### src/design/shfp_pkg.sv
// shared constants, types and the q3.14 multiply for the hull force pipeline
package shfp_pkg;

  // datapath widths
  localparam int unsigned SUM_W  = 40;
  localparam int unsigned ROOT_W = 20;
  localparam int unsigned NUM_W  = 37;
  localparam int unsigned QUO_W  = 17;

  // pipeline depths
  localparam int unsigned SQRT_STAGES = 21;
  localparam int unsigned DIV_STAGES  = QUO_W + 1;
  localparam int unsigned SIDE_DEPTH  = SQRT_STAGES + DIV_STAGES + 1;
  localparam int unsigned TAIL_STAGES = 12;
  localparam int unsigned LATENCY     = 2 + SIDE_DEPTH + TAIL_STAGES + 1;

  // register indexes
  localparam logic [2:0] REG_SURGE_A   = 3'd0;
  localparam logic [2:0] REG_SURGE_SWAY = 3'd1;
  localparam logic [2:0] REG_SWAY_YAW  = 3'd2;
  localparam logic [2:0] REG_YAW_A     = 3'd3;
  localparam logic [2:0] REG_YAW_CUBIC = 3'd4;
  localparam logic [2:0] REG_SCALE     = 3'd5;
  localparam logic [2:0] REG_LENGTH    = 3'd6;

  // q3.14 limit of +-4.0
  localparam logic [QUO_W-1:0] Q14_LIMIT = QUO_W'(65536);

  typedef logic signed [23:0] mono_t;

  // side data that travels beside the root and divider
  typedef struct packed {
    logic              sv;
    logic              sr;
    logic              zero;
    logic [19:0]       va;
    logic [34:0]       nrl;
    logic [SUM_W-1:0]  s;
  } side_t;

  // flags that travel through the back end
  typedef struct packed {
    logic       zero;
    logic       sat;
    logic [2:0] neg;
  } tail_t;

  // q3.14 product, rounded half away from zero
  function automatic mono_t mulq(mono_t a, mono_t b);
    logic [23:0] ma;
    logic [23:0] mb;
    logic [23:0] m;
    logic [47:0] p;
    ma = a[23] ? 24'(-a) : 24'(a);
    mb = b[23] ? 24'(-b) : 24'(b);
    p  = ma * mb + 48'd8192;
    m  = p[37:14];
    return (a[23] ^ b[23]) ? mono_t'(-m) : mono_t'(m);
  endfunction

endpackage

### src/design/shfp_isqrt.sv
// pipelined integer square root, one result bit per stage
module shfp_isqrt import shfp_pkg::*; (
  input  logic              clk_i,
  input  logic [SUM_W-1:0]  sum_i,
  output logic [ROOT_W-1:0] root_o
);

  localparam int unsigned W = 2 * ROOT_W + 2;

  logic [W-1:0] rem_in  [SQRT_STAGES];
  logic [W-1:0] root_in [SQRT_STAGES];
  logic [W-1:0] bit_c   [SQRT_STAGES];
  logic [W-1:0] trial_c [SQRT_STAGES];
  logic [W-1:0] rem_d   [SQRT_STAGES];
  logic [W-1:0] root_d  [SQRT_STAGES];
  logic [W-1:0] rem_q   [SQRT_STAGES];
  logic [W-1:0] root_q  [SQRT_STAGES];

  // stage inputs
  always_comb begin
    rem_in[0]  = W'(sum_i);
    root_in[0] = '0;
    for (int k = 1; k < SQRT_STAGES; k++) begin
      rem_in[k]  = rem_q[k-1];
      root_in[k] = root_q[k-1];
    end
  end

  // one trial subtract per stage
  always_comb begin
    for (int k = 0; k < SQRT_STAGES; k++) begin
      bit_c[k]   = W'(1) << (2 * (SQRT_STAGES - 1 - k));
      trial_c[k] = root_in[k] + bit_c[k];
      if (rem_in[k] >= trial_c[k]) begin
        rem_d[k]  = rem_in[k] - trial_c[k];
        root_d[k] = (root_in[k] >> 1) + bit_c[k];
      end else begin
        rem_d[k]  = rem_in[k];
        root_d[k] = root_in[k] >> 1;
      end
    end
  end

  always_ff @(posedge clk_i) begin
    rem_q  <= rem_d;
    root_q <= root_d;
  end

  assign root_o = root_q[SQRT_STAGES-1][ROOT_W-1:0];

endmodule

### config.mk
export PLATFORM = sky130hd
export DESIGN_NAME = shfp_isqrt
export DESIGN_NICKNAME = d
export VERILOG_FILES = /design/src/design/shfp_pkg.sv /design/src/design/shfp_isqrt.sv
export SDC_FILE = /design/constraint.sdc
export NUM_CORES = 1
export LEC_CHECK = 0
export ABC_AREA = 1
export BUFFER_PORTS_ARGS = -buffer_cell sky130_fd_sc_hd__buf_2
export CELL_PAD_IN_SITES_DETAIL_PLACEMENT = 0
export CELL_PAD_IN_SITES_GLOBAL_PLACEMENT = 2
export CORE_MARGIN = 8
export CORE_UTILIZATION = 25
export DETAILED_ROUTE_END_ITERATION = 16
export GPL_TIMING_DRIVEN = 1
export HOLD_SLACK_MARGIN = 0.05
export PLACE_DENSITY_LB_ADDON = 0.12
export SKIP_LAST_GASP = 1
export SLEW_MARGIN = 20
export SYNTH_ARGS = -nofsm -noshare
export SYNTH_HDL_FRONTEND = slang
export SYNTH_SLANG_ARGS = --single-unit
### constraint.sdc
create_clock -name clk_i -period 2.5 [get_ports clk_i]
set_clock_uncertainty 0.05 [all_clocks]
set_input_delay 0.125 -clock clk_i [delete_from_list [all_inputs] [get_ports clk_i]]
set_output_delay 0.125 -clock clk_i [all_outputs]
set_load 0.05 [all_outputs]
# Word level (Yosys, flattened, before mapping)
# Index checks and enable logic that the tools add are counted.
[word_totals] ff_bits=1699 latch_bits=0 ram_bits=0 rom_bits=0 out_inout_bits=20 word_cells=183 memories=0
[classes] n_addsub=60 n_mul=0 div_mod_pow=0 order_cmp=21 n_eq_ne=0 n_shift=0 muxes=41 bitwise=0 reduce_logical=0
[op_table] operator="42-bit greater-or-equal comparator" count=20
[op_table] operator="41-bit two-way mux" count=20
[op_table] operator="42-bit two-way mux" count=19
[op_table] operator="42-bit subtractor" count=19
[op_table] operator="41-bit by 11-bit adder with 42-bit output (second input constant)" count=1
[op_table] operator="41-bit by 13-bit adder with 42-bit output (second input constant)" count=1
[op_table] operator="41-bit by 15-bit adder with 42-bit output (second input constant)" count=1
[op_table] operator="41-bit by 17-bit adder with 42-bit output (second input constant)" count=1
[op_table] operator="41-bit by 19-bit adder with 42-bit output (second input constant)" count=1
[op_table] operator="41-bit by 21-bit adder with 42-bit output (second input constant)" count=1
[op_table] operator="41-bit by 23-bit adder with 42-bit output (second input constant)" count=1
[op_table] operator="41-bit by 25-bit adder with 42-bit output (second input constant)" count=1
[op_table] operator="41-bit by 27-bit adder with 42-bit output (second input constant)" count=1
[op_table] operator="41-bit by 29-bit adder with 42-bit output (second input constant)" count=1
[op_table] operator="41-bit by 3-bit adder with 42-bit output (second input constant)" count=1
[op_table] operator="41-bit by 31-bit adder with 42-bit output (second input constant)" count=1
[op_table] operator="41-bit by 33-bit adder with 42-bit output (second input constant)" count=1
[op_table] operator="41-bit by 35-bit adder with 42-bit output (second input constant)" count=1
[op_table] operator="41-bit by 37-bit adder with 42-bit output (second input constant)" count=1
[op_table] operator="41-bit by 39-bit adder with 42-bit output (second input constant)" count=1
[op_table] operator="41-bit by 5-bit adder with 42-bit output (second input constant)" count=1
[op_table] operator="41-bit by 7-bit adder with 42-bit output (second input constant)" count=1
[op_table] operator="41-bit by 9-bit adder with 42-bit output (second input constant)" count=1
[op_table] operator="42-bit by 1-bit adder with 42-bit output (second input constant)" count=1
[op_table] operator="24 further kinds" count=24

# Depth between registers and ports, before layout
[depth] depth_word=3 depth_mapped=15

# Worst setup path before layout
# OpenSTA, ideal clock, no wires.
[synth_timing] path_kind="register to register" startpoint="register root_q, in the netlist root_in[619]" endpoint="register rem_q, in the netlist rem_in[580]" arrival_ns=1.762 required_ns=2.337 path_slack_ns=0.575 path_stages_with_launch=12 n_path_buf=1 cell_sequence="dfxtp_1 -> inv_1 -> ha_1 -> nand2_1 -> nand2_1 -> nor2_2 -> o21bai_2 -> a211oi_4 -> nand2_2 -> buf_6 -> nand2_1 -> nand2_1"
[synth_rtl] item="start, declared" line="shfp_isqrt.sv:17" source="logic [W-1:0] root_q [SQRT_STAGES];"
[synth_rtl] item="start signal, assigned" line="shfp_isqrt.sv:46" source="root_q <= root_d;"
[synth_rtl] item="end signal, assigned" line="shfp_isqrt.sv:45" source="rem_q <= rem_d;"
[synth_rtl] item="end, declared" line="shfp_isqrt.sv:16" source="logic [W-1:0] rem_q [SQRT_STAGES];"

==> metrics.md <==
| Metric | Value |
|---|---|
| Nets@finish | `6994` |
| Reg area | `21000 sq um` |
| Status | `finished clean` |
| Post-synthesis register bit count | `1047` |
| Fillers | `19800` |
| Hold WC Path Type | `reg -> reg` |
| All-Layer GR Usage | `15.8%` |
| First-pass GRT wire length | `240000 microns` |
| Commonest cells in the synthesized netlist | `nand2_1, dfxtp_1, inv_1, nor2_1, nand3_1` |
| DR vias/cell | `between 4 and 5` |
| Max transition margin | `between 30% and 40%` |
| Drt initial violations | `1897` |
| Area of the multi-input gates | `21600 sq um` |
| Row cnt | `157` |
| Later-pin clock latency in the skew report | `just under 0.8 ns` |
| P_leak | `about 28 nW` |
| # setup viols final | `0` |
| Final Non-Filler Cells | `about 9200` |
| Die H | `443 microns` |
| Period utilisation layout | `96.5%` |
| Avg Cell Area, Syn | `7.51 sq um` |
| Largest net degree at the start of global routing | `37` |
| Post-layout min period | `2.41 ns` |
| Number of flops mapped to enable cells by yosys | `0` |
| PwrDens | `between 1000 and 1500 nW/um^2` |
| Yosys warning count | `0` |
| CP Class | `reg -> reg` |
| H-tree levels | `3` |
| Antenna violations before repair | `5` |
| Fraction of registers with async set/reset | `0%` |
| Max Buffers Root-to-Sink | `3` |
| Synth Instances | `6080` |
| Fmax | `0.414 GHz` |
| Core area | `between 150000 and 200000 sq um` |
| Max VDD drop | `0.000549 V` |
| Dpl hpwl | `133000 microns` |
| Final design instance area without fill | `58000 sq um` |
| CTS root buffer | `clkbuf_16` |
| Detail Route Antenna Nets | `0` |
| Clock-pin slew on the worst setup and hold paths | `0.07 ns` |
| Synthesized area | `45600 sq um` |
| Slew @ Worst Pin | `roughly 0.92 ns` |
| DP Area | `approximately 52000 sq um` |
| Vias in the first global route | `39300` |
| Pre-CTS setup slack | `-0.495 ns` |
| Vias after detailed routing | `38900` |
| CTS tree | `yes` |
| Top FF cell, synth | `dfxtp_1` |
| Worst Path Max Fanout | `12` |
| Sequential fraction of the synthesis area | `around 46%` |
| Origin of the worst setup path | `root_in[184]` |
| CP endpoint kind | `register` |
| TritonCTS Buffers | `120` |
| Final worst slack | `0.0865 ns` |
| Number of port buffers | `60` |
| DRC viols | `0` |
| HP Start | `root_in[360]` |
| Share of layout cells above drive strength 1 | `13.9%` |
| Clock Sinks | `1047` |
| RSZ-0062 raised after global routing | `true` |
| # IOs | `61` |
| Arrival time at the worst endpoint | `3.06 ns` |
| Hold WS | `0.238 ns` |
| GR Overflow Total | `0` |
| Syn_nets | `6347` |
| Slew Viols, Final | `0` |
| Placed Cells | `between 8000 and 9000` |
| Synth area leaders | `dfxtp_1, nand2_1, inv_1` |
| Number of iterations in the first detailed-routing pass | `5` |
| Tot Pwr | `62.0 mW` |
| Startpoint Class | `register` |
| P&R area growth vs syn | `27.1%` |
| Cell variety after synth | `62` |
| Die area | `196000 sq um` |
| Final hold viol count | `0` |
| Count leader, synth | `nand2_1` |
| Initial core utilization | `about a quarter` |
| Detailed-route wire length per cell | `~17 microns` |
| Final GP Congestion | `0.821` |
| Yosys top cell by area | `dfxtp_1` |
| Top-area cell type share of the netlist area | `45.9%` |
| Critical Path RT | `3.15 ns` |
| Routed WL | `around 160000 microns` |
| Die Width | `443 microns` |
| Reg2reg start | `root_in[184]` |
| Max-cap violations | `0` |
==> worst max-delay path: stages (launching register included) <==
cell and delay, ns:
dfxtp_2 0.34, inv_1 0.05, ha_1 0.33, nand2_1 0.13
inv_1 0.07, nand2_1 0.09, nand2_1 0.06, nand3b_1 0.28
nand2_2 0.18, nand2_4 0.10, nor2_8 0.27, clkbuf_16 0.24
nand2_1 0.05, o21ai_1 0.09
==> power breakdown <==
| part | total, mW | internal (mW) | switching, mW |
|---|---|---|---|
| Combinational | 19.5 | 7.44 | 12.1 |
| Clock | 18.8 | 11.3 | 7.47 |
| Sequential | 23.7 | 20.3 | 3.33 |
==> routing by layer <==
metal / GRT usage [%] / routed length [microns]
met4: 3.46 / 3340
met5: 0 / 0
met3: 2.17 / 5100
met1: 21.5 / 78100
met2: 26.4 / 73200
==> worst paths after layout <==
kind                   to  slack (ns)  cells after the start
min          root_in[317]        0.24                      0
max reg2reg   rem_in[139]        0.09                     13
max           rem_in[139]        0.09                     13
min reg2reg  root_in[317]        0.24                      0
==> placed cells by master (no fill, tap or decap), types with 86 or more instances in the layout <==
cell type | Yosys | routed
inv_1 | 895 | 894
o21ai_0 | 192 | 175
nor3_1 | 87 | 86
nand4_1 | 102 | 102
a21oi_1 | 283 | 266
clkbuf_16 | 0 | 123
xor2_1 | 108 | 108
nand2_1 | 1665 | 1636
nor2_1 | 676 | 648
nand3_1 | 294 | 284
ha_1 | 226 | 202
xnor2_1 | 117 | 116
dfxtp_1 | 1047 | 1030
buf_4 | 7 | 401
==> repair_timing <==
action	CTS	global route
endpoints found under the hold margin	40	0
pin swaps	7	21
setup buffers	4	25
gates cloned	2	4
gates resized for setup	31	147
endpoints found under the setup margin	127	227
hold buffers	80	0
==> sequential cells by signal (all words and copies together) (netlist names) <==
signal   cells
root_in    190
rem_in     837
root_o      20
==> cells by family after synthesis <==
group / count (synthesis) / synth area share [%]
DFF: 1047 / 45.9
buffers and inverters: 956 / 8.25
adders and majority gates: 226 / 6.20
AOI/OAI and AO/OA: 620 / 7.62
other: 1 / 0.00822
xor gates and xnor gates: 226 / 4.35
and+or+nand+nor: 3004 / 27.6
==> through the flow <==
step / TNS, ns / util [%]
final: 0 / 31.8
after global routing: -0.0871 / 31.8
after CTS: -0.611 / 31.3
after detailed placement: -18.22 / 28.4
after global placement: -19.36 / 28.4
after floorplan: 0 / -
==> final cells by class <==
type | instances | area share [%]
multi-input combinational | 4080 | 37.2
sequential | 1047 | 36.2
timing repair buffer | 571 | 8.12
clock buffer | 167 | 5.96
inverter | 907 | 5.88
tap | 2385 | 5.14
clock inverter | 52 | 1.48
antenna | 1 | 0.00431
Note: power is estimated with default switching activity, not from simulation.
